==> src/rtl/txtcon_pkg.sv <==
// ----------------------------------------------------------------------------
// txtcon_pkg
// Shared types and constants of the text console character engine: screen
// geometry, command codes, control bytes, payload structs and the
// controller/datapath command and status groups.
// ----------------------------------------------------------------------------
package txtcon_pkg;

  // screen geometry
  localparam int COLUMNS    = 80;
  localparam int ROWS       = 25;
  localparam int CELL_COUNT = COLUMNS * ROWS;
  localparam int COPY_COUNT = COLUMNS * (ROWS - 1);
  localparam int AW         = $clog2(CELL_COUNT);
  localparam int CW         = (COLUMNS > 2) ? $clog2(COLUMNS) : 1;
  localparam int RW         = $clog2(ROWS + 1);

  // field widths of the channels
  localparam int CMD_W   = 2;
  localparam int CHAR_W  = 8;
  localparam int INDEX_W = 11;
  localparam int POS_W   = 11;
  localparam int ATTR_W  = 8;

  // command codes
  localparam logic [CMD_W-1:0] CMD_PUT   = 2'd0;
  localparam logic [CMD_W-1:0] CMD_READ  = 2'd1;
  localparam logic [CMD_W-1:0] CMD_CLEAR = 2'd2;
  localparam logic [CMD_W-1:0] CMD_NOP   = 2'd3;

  // control and escape bytes
  localparam logic [7:0] CH_ESC   = 8'h1B;
  localparam logic [7:0] CH_CR    = 8'h0D;
  localparam logic [7:0] CH_LF    = 8'h0A;
  localparam logic [7:0] CH_BS    = 8'h08;
  localparam logic [7:0] CH_LBRK  = 8'h5B;
  localparam logic [7:0] CH_ZERO  = 8'h30;
  localparam logic [7:0] CH_SEMI  = 8'h3B;
  localparam logic [7:0] CH_M     = 8'h6D;
  localparam logic [7:0] CH_ONE   = 8'h31;
  localparam logic [7:0] CH_TWO   = 8'h32;
  localparam logic [7:0] CH_THREE = 8'h33;
  localparam logic [7:0] CH_FOUR  = 8'h34;
  localparam logic [7:0] CH_FIVE  = 8'h35;
  localparam logic [7:0] CH_SEVEN = 8'h37;

  // attributes and cells
  localparam logic [ATTR_W-1:0] DEFAULT_ATTR = 8'h07;
  localparam logic [15:0]       BLANK_CELL   = 16'h0700;
  localparam logic [2:0]        STEP_MAX     = 3'd7;

  // foreground colors
  localparam logic [ATTR_W-1:0] FG_RED     = 8'h04;
  localparam logic [ATTR_W-1:0] FG_GREEN   = 8'h02;
  localparam logic [ATTR_W-1:0] FG_YELLOW  = 8'h06;
  localparam logic [ATTR_W-1:0] FG_BLUE    = 8'h01;
  localparam logic [ATTR_W-1:0] FG_MAGENTA = 8'h03;
  localparam logic [ATTR_W-1:0] FG_WHITE   = 8'h07;

  typedef struct packed {
    logic [CMD_W-1:0]   cmd;
    logic [CHAR_W-1:0]  char_byte;
    logic [INDEX_W-1:0] cell_index;
  } in_item_t;

  typedef struct packed {
    logic [POS_W-1:0]  cursor_pos;
    logic [CHAR_W-1:0] cell_char;
    logic [ATTR_W-1:0] cell_attr;
  } out_item_t;

  typedef enum logic [2:0] {
    ST_INIT,
    ST_IDLE,
    ST_EXEC,
    ST_CLEAR,
    ST_SCR_RD,
    ST_SCR_WR,
    ST_SCR_FILL,
    ST_DONE
  } state_t;

  // controller to datapath
  typedef struct packed {
    logic item_load;
    logic exec_put;
    logic exec_read;
    logic home;
    logic sweep_clr;
    logic fill;
    logic scr_read;
    logic scr_write;
    logic row_dec;
    logic out_load;
  } dp_cmd_t;

  // datapath to controller
  typedef struct packed {
    logic [CMD_W-1:0] cmd;
    logic             put_scroll;
    logic             copy_last;
    logic             fill_last;
  } dp_status_t;

endpackage

==> src/rtl/txtcon_ctrl.sv <==
// ----------------------------------------------------------------------------
// txtcon_ctrl
// Controller state machine: handshakes, store sweeps for reset, clear and
// scroll, and the result register's valid flag.
// ----------------------------------------------------------------------------
module txtcon_ctrl (
  input  logic                   clk,
  input  logic                   rst_n,
  input  logic                   in_valid,
  output logic                   in_ready,
  output logic                   out_valid,
  input  logic                   out_ready,
  input  txtcon_pkg::dp_status_t status,
  output txtcon_pkg::dp_cmd_t    cmd
);

  txtcon_pkg::state_t state_r, state_nxt;
  logic               out_valid_r, out_valid_nxt;

  // state and valid registers
  always_ff @(posedge clk) begin
    if (!rst_n) begin
      state_r     <= txtcon_pkg::ST_INIT;
      out_valid_r <= 1'b0;
    end else begin
      state_r     <= state_nxt;
      out_valid_r <= out_valid_nxt;
    end
  end

  // next state and commands
  always_comb begin
    state_nxt = state_r;
    cmd       = '0;
    in_ready  = 1'b0;
    unique case (state_r)
      txtcon_pkg::ST_INIT: begin
        cmd.fill = 1'b1;
        if (status.fill_last) state_nxt = txtcon_pkg::ST_IDLE;
      end
      txtcon_pkg::ST_IDLE: begin
        in_ready       = 1'b1;
        cmd.item_load  = in_valid;
        if (in_valid) state_nxt = txtcon_pkg::ST_EXEC;
      end
      txtcon_pkg::ST_EXEC: begin
        cmd.sweep_clr = 1'b1;
        unique case (status.cmd)
          txtcon_pkg::CMD_PUT: begin
            cmd.exec_put = 1'b1;
            state_nxt    = status.put_scroll ? txtcon_pkg::ST_SCR_RD : txtcon_pkg::ST_DONE;
          end
          txtcon_pkg::CMD_READ: begin
            cmd.exec_read = 1'b1;
            state_nxt     = txtcon_pkg::ST_DONE;
          end
          txtcon_pkg::CMD_CLEAR: begin
            cmd.home  = 1'b1;
            state_nxt = txtcon_pkg::ST_CLEAR;
          end
          txtcon_pkg::CMD_NOP: state_nxt = txtcon_pkg::ST_DONE;
          default:             state_nxt = txtcon_pkg::ST_DONE;
        endcase
      end
      txtcon_pkg::ST_CLEAR: begin
        cmd.fill = 1'b1;
        if (status.fill_last) state_nxt = txtcon_pkg::ST_DONE;
      end
      txtcon_pkg::ST_SCR_RD: begin
        cmd.scr_read = 1'b1;
        state_nxt    = txtcon_pkg::ST_SCR_WR;
      end
      txtcon_pkg::ST_SCR_WR: begin
        cmd.scr_write = 1'b1;
        state_nxt     = status.copy_last ? txtcon_pkg::ST_SCR_FILL : txtcon_pkg::ST_SCR_RD;
      end
      txtcon_pkg::ST_SCR_FILL: begin
        cmd.fill = 1'b1;
        if (status.fill_last) begin
          cmd.row_dec = 1'b1;
          state_nxt   = txtcon_pkg::ST_DONE;
        end
      end
      txtcon_pkg::ST_DONE: begin
        // result slot frees when empty or being taken
        if (!out_valid_r || out_ready) begin
          cmd.out_load = 1'b1;
          state_nxt    = txtcon_pkg::ST_IDLE;
        end
      end
      default: state_nxt = txtcon_pkg::ST_IDLE;
    endcase
  end

  // result valid
  always_comb begin
    if (cmd.out_load) begin
      out_valid_nxt = 1'b1;
    end else if (out_ready) begin
      out_valid_nxt = 1'b0;
    end else begin
      out_valid_nxt = out_valid_r;
    end
  end

  assign out_valid = out_valid_r;

endmodule

==> config.mk <==
export PLATFORM = sky130hd
export DESIGN_NAME = txtcon_ctrl
export DESIGN_NICKNAME = d
export VERILOG_FILES = /design/src/rtl/txtcon_pkg.sv /design/src/rtl/txtcon_ctrl.sv
export SDC_FILE = /design/constraint.sdc
export NUM_CORES = 1
export LEC_CHECK = 0
export BUFFER_PORTS_ARGS = -buffer_cell sky130_fd_sc_hd__buf_2
export CORE_UTILIZATION = 30
export CTS_BUF_LIST = sky130_fd_sc_hd__clkbuf_4 sky130_fd_sc_hd__clkbuf_8
export CTS_CLUSTER_SIZE = 20
export DETAILED_ROUTE_END_ITERATION = 10
export GPL_TIMING_DRIVEN = 0
export HOLD_SLACK_MARGIN = 0.12
export SYNTH_ARGS = -nofsm -noshare
export SYNTH_HDL_FRONTEND = slang
export SYNTH_SLANG_ARGS = --single-unit
==> constraint.sdc <==
create_clock -name clk -period 1.7 [get_ports clk]
set_input_delay 0.425 -clock clk [delete_from_list [all_inputs] [get_ports clk]]
set_output_delay 0.425 -clock clk [all_outputs]
set_load 0.005 [all_outputs]
==> results of run 1 <==
cells in the mapped netlist, drive strengths merged (2+ instances only):
| library cell | number | area share, % |
|---|---|---|
| a21boi | 2 | 3.6 |
| a21oi | 3 | 3.6 |
| and4b | 2 | 4.8 |
| buf | 5 | 9.9 |
| dfxtp | 4 | 19 |
| inv | 2 | 1.8 |
| nand2 | 3 | 2.7 |
| nand2b | 4 | 6.0 |
| nor2 | 7 | 6.3 |
| nor3 | 2 | 2.4 |
| nor4b | 2 | 4.2 |
| o21ai | 4 | 5.7 |
power by group:
| group | switching (W) | internal (W) |
|---|---|---|
| Clock | 0.0000338 | 0.0000786 |
| Sequential | 0.0000262 | 0.000129 |
| Combinational | 0.000262 | 0.000250 |
registers in the layout, indices dropped and copies added, names as in the netlist:
register   cells
state_r        3
out_valid      1
routing by layer:
layer | part of all wire (%) | track usage (%) | up-vias
met5 | 0 | 0 | -
met4 | 0 | 5.172 | 0
met3 | 1.1 | 1.705 | 0
met2 | 53 | 22.08 | 3
met1 | 45 | 17.69 | 204
li1 | - | - | 238
stage by stage:
| stage | setup TNS, ns | cell area [um2] | hold WS [ns] |
|---|---|---|---|
| 6_report | 0 | 560.5 | 0.4476 |
| 3_5_place_dp | 0 | 538.0 | 0.5245 |
| 2_1_floorplan | 0 | 419.2 | 0.4945 |
| 3_3_place_gp | 0 | 538.0 | 0.5011 |
| 4_1_cts | 0 | 556.8 | 0.4467 |
| 5_1_grt | -0.002284 | 560.5 | 0.4616 |
final cells by class:
cell class,count,share of cell area (%)
Multi-Input combinational cell,41,51.56
Timing Repair Buffer,20,17.86
Sequential cell,4,14.51
Buffer,5,7.366
Clock buffer,3,4.018
Tap cell,15,3.348
Inverter,2,1.339
repair_timing:
item,in CTS,in global routing
gates resized for setup,0,2
cloned,0,0
setup endpoints to repair,9,3
endpoints found under the hold margin,0,0
buffers inserted,0,0
critical path, stage by stage, from the launching register on:
cell      delay, ns
dfxtp_1        0.32
nand2b_1       0.14
buf_4          0.16
nor4b_1        0.22
buf_2          0.15
logic make-up (layout without fill, tap and decap cells):
| logic type | Yosys count | after routing | share of synthesized area [%] |
|---|---|---|---|
| mux | 1 | 1 | 2.388 |
| buf+inv | 8 | 30 | 12.54 |
| flops | 4 | 4 | 19.11 |
| simple gates | 27 | 27 | 41.79 |
| compound gates | 13 | 13 | 24.18 |
path summary, 6_finish.rpt:
| kind | from | depth (start not counted) | to |
|---|---|---|---|
| setup / recovery | state_r[0] | 4 | cmd[7] |
| hold reg to reg | out_valid | 2 | out_valid |
| setup reg to reg | state_r[2] | 5 | state_r[2] |
| hold / removal | rst_n | 3 | state_r[1] |
==> flow_metrics.env, run 1 <==
export IMPL_fmax_mhz=607.0
export IMPL_final_cells=90
export IMPL_place_inst=88
export IMPL_dieArea_um2=1551
export IMPL_place_hpwl_um=772.4
export IMPL_place_ws_ns=0.1085
export IMPL_clock_latency_ns=0.23
export IMPL_outcome="finished clean"
export IMPL_drcViolationCount=0
export IMPL_dr_total_vias=445
export IMPL_synthDistinctLibCells=27
export IMPL_criticalPathCategory="register to output port"
export IMPL_reg2reg_slack_ns=0.31
export IMPL_hold_viol_final=0
export IMPL_power_density_nw_per_um2=1392
export IMPL_synth_edf_count=0
export IMPL_syn_area_um2=419.2
export IMPL_grt_pass1_vias=333
export IMPL_final_common_cell="buf_2"
export IMPL_hold_buffers=0
export IMPL_n_antenna_cell=0
export IMPL_synth_warning_count=0
export IMPL_postLayoutSetupSlackWorst_ns=0.05268
export IMPL_cts_buffers=3
export IMPL_fin_crit_sh_pct=96.90
export IMPL_multi_input_area_um2=289.0
export IMPL_most_common_layout_cells="buf_2, nor2_1, buf_4"
export IMPL_io_pin_count=21
export IMPL_p_total_w=0.0007803
export IMPL_drv_slew=0
export IMPL_worst_slew_pin_slew_ns=0.3616
export IMPL_holdCritPathClass="primary input to register"
export IMPL_avgViaCountPerCell=4.944
export IMPL_routedWlPerCell_um=10.51
export IMPL_drive_gt1_share_pct=44.00
export IMPL_cts_sinks=4
export IMPL_track_usage_pct=13.48
export IMPL_die_width_um=39.38
export IMPL_cts_root_buf="clkbuf_4"
export IMPL_setup_viol=0
export IMPL_synth_seq_cells=4
export IMPL_antenna_found_initial=0
export IMPL_max_vdd_ir_drop_mv=0.4668
export IMPL_start_kind="register"
export IMPL_clk_pin_slew_ns=0.04
export IMPL_cts_max_path_buffers=2
export IMPL_grt_overflow=0
export IMPL_gp_congestion=0.7292
export IMPL_grt_max_degree=20
export IMPL_drtPass1Iterations=4
export IMPL_crit_arrival_ns=1.22
export IMPL_ys_seq_area_share_pct=19.10
export IMPL_nets=86
export IMPL_cts_tree="built"
export IMPL_syn_avg_cell_area_um2=7.909
export IMPL_core_rowCount=13
export IMPL_async_flop_share_pct=0
export IMPL_max_cap_violations=0
export IMPL_skew_ns=0.001617
export IMPL_min_period_ns=1.647
export IMPL_io_buffers=20
export IMPL_end_kind="output port"
export IMPL_drtIter0Drc=10
export IMPL_fillers=149
export IMPL_routed_wl_um=946
export IMPL_grt_pass1_wl_um=1421
export IMPL_cts_max_level=1
export IMPL_initial_utilization_pct=32.21
export IMPL_synth_cells=53
export IMPL_synthToLayoutAreaGrowth_pct=33.73
export IMPL_synthFlopType="dfxtp_1"
export IMPL_slew_headroom_pct=75.55
export IMPL_utilization_pct=43.08
export IMPL_die_y_um=39.38
export IMPL_cp_required_ns=1.27
export IMPL_cp_max_fo=8
export IMPL_seq_area_um2=81.33
export IMPL_p_leak_nw=0.2830
export IMPL_core_area_um2=1301
export IMPL_final_antenna_net_count=0
export IMPL_synth_nets=62
(Power assumes the default switching activity.)
==> run 2: changes to the inputs <==
Settings changed: SETUP_SLACK_MARGIN set to 0.2.
==> flow_metrics.env, run 2 (synthesized netlist as in run 1, its figures left out) <==
export IMPL_dieArea_um2=1551
export IMPL_die_y_um=39.38
export IMPL_n_antenna_cell=0
export IMPL_synthToLayoutAreaGrowth_pct=85.37
export IMPL_drive_gt1_share_pct=62.22
export IMPL_grt_max_degree=9
export IMPL_routedWlPerCell_um=11.96
export IMPL_start_kind="register"
export IMPL_fin_crit_sh_pct=95.13
export IMPL_outcome="finished clean"
export IMPL_clock_latency_ns=0.23
export IMPL_cp_max_fo=5
export IMPL_drtIter0Drc=3
export IMPL_hold_viol_final=0
export IMPL_nets=101
export IMPL_cts_tree="built"
export IMPL_max_vdd_ir_drop_mv=0.6453
export IMPL_gp_congestion=0.7292
export IMPL_rsz0062_at_grt="yes"
export IMPL_hold_buffers=0
export IMPL_regMostFlops="state_r"
export IMPL_postLayoutSetupSlackWorst_ns=0.08281
export IMPL_final_antenna_net_count=0
export IMPL_crit_arrival_ns=1.19
export IMPL_largest_register_ffs=3
export IMPL_skew_ns=0.002423
export IMPL_die_width_um=39.38
export IMPL_power_density_nw_per_um2=1511
export IMPL_most_common_layout_cells="buf_2, buf_4, nor2_1, buf_6"
export IMPL_slew_headroom_pct=81.69
export IMPL_avgViaCountPerCell=4.886
export IMPL_final_common_cell="buf_2"
export IMPL_io_pin_count=21
export IMPL_max_cap_violations=0
export IMPL_clk_pin_slew_ns=0.04
export IMPL_fmax_mhz=618.4
export IMPL_fillers=115
export IMPL_antenna_found_initial=0
export IMPL_path_cells="buf_6 -> clkbuf_16 -> nor4_4 -> buf_2"
export IMPL_setup_viol=0
export IMPL_grt_pass1_wl_um=1856
export IMPL_timing_hold_ws_ns=0.4327
export IMPL_cts_buffers=3
export IMPL_cpMaxStageDelayCell="dfxtp_2"
export IMPL_fin_setup_tns_ns=0
export IMPL_drcViolationCount=0
export IMPL_place_ws_ns=0.1085
export IMPL_drv_slew=0
export IMPL_dr_total_vias=513
export IMPL_grt_overflow=0
export IMPL_place_hpwl_um=772.4
export IMPL_core_area_um2=1301
export IMPL_track_usage_pct=17.85
export IMPL_cts_sinks=4
export IMPL_worst_slew_pin_slew_ns=0.2742
export IMPL_cp_required_ns=1.27
export IMPL_initial_utilization_pct=32.21
export IMPL_grt_pass1_vias=420
export IMPL_p_leak_nw=0.3914
export IMPL_drtPass1Iterations=4
export IMPL_cpPeakStageDelay_ns=0.32
export IMPL_cts_root_buf="clkbuf_4"
export IMPL_routed_wl_um=1256
export IMPL_criticalPathCategory="register to output port"
export IMPL_holdCritPathClass="primary input to register"
export IMPL_core_rowCount=13
export IMPL_min_period_ns=1.617
export IMPL_cts_max_level=1
export IMPL_end_kind="output port"
export IMPL_cts_max_path_buffers=2
export IMPL_p_total_w=0.001174
export IMPL_io_buffers=20
## run 2: area by class of cell
type | count | area (um2) | area share (%)
clock buffers | 3 | 22.52 | 2.899
inverters | 2 | 7.507 | 0.9662
repair buffers | 34 | 215.2 | 27.70
multi-input cells | 41 | 345.3 | 44.44
flip-flops and latches | 4 | 86.33 | 11.11
well taps | 15 | 18.77 | 2.415
plain buffers | 6 | 81.33 | 10.47
## run 2: what timing repair did
item / in CTS / in global routing
pin swaps: 4 / 3
setup buffers: 10 / 3
resized for setup: 18 / 5
gates cloned: 1 / 0
setup endpoints to repair: 11 / 13
## run 2: worst paths after layout
kind              cells after the start    endpoint  startpoint  slack (ns)
hold / removal                        3  state_r[1]       rst_n        0.43
setup reg to reg                      7  state_r[0]  state_r[0]        0.26
setup / recovery                      4      cmd[8]  state_r[2]        0.08
hold reg to reg                       2   out_valid   out_valid        0.54
## run 2: layer usage
metal,wire [um],GRT usage (%)
met5,0,0
met3,38,1.705
met1,540,23.13
met4,11,5.172
met2,665,30.83
## run 2: worst max-delay path: cells and delay by family (launching register included)
kind / cells / cell delay (ns)
buffers and inverters: 3 / 0.41
DFF: 1 / 0.32
and+or+nand+nor: 1 / 0.23
## run 2: per-stage QoR
| step | utilization [%] | area [um2] | cells |
|---|---|---|---|
| 6_report | 59.71 | 777.0 | 105 |
| 4_1_cts | 55.58 | 723.2 | 102 |
| 5_1_grt | 59.71 | 777.0 | 105 |
| 3_3_place_gp | 41.35 | 538.0 | 88 |
| 3_5_place_dp | 41.35 | 538.0 | 88 |
| 2_1_floorplan | - | 419.2 | 53 |
## run 2: power breakdown
group / total [W] / leakage (nW) / switching, W / internal, W
logic: 0.000881 / 0.343 / 0.000365 / 0.000515
clock network: 0.000117 / 0.0138 / 0.0000382 / 0.0000789
registers: 0.000176 / 0.0341 / 0.0000384 / 0.000138
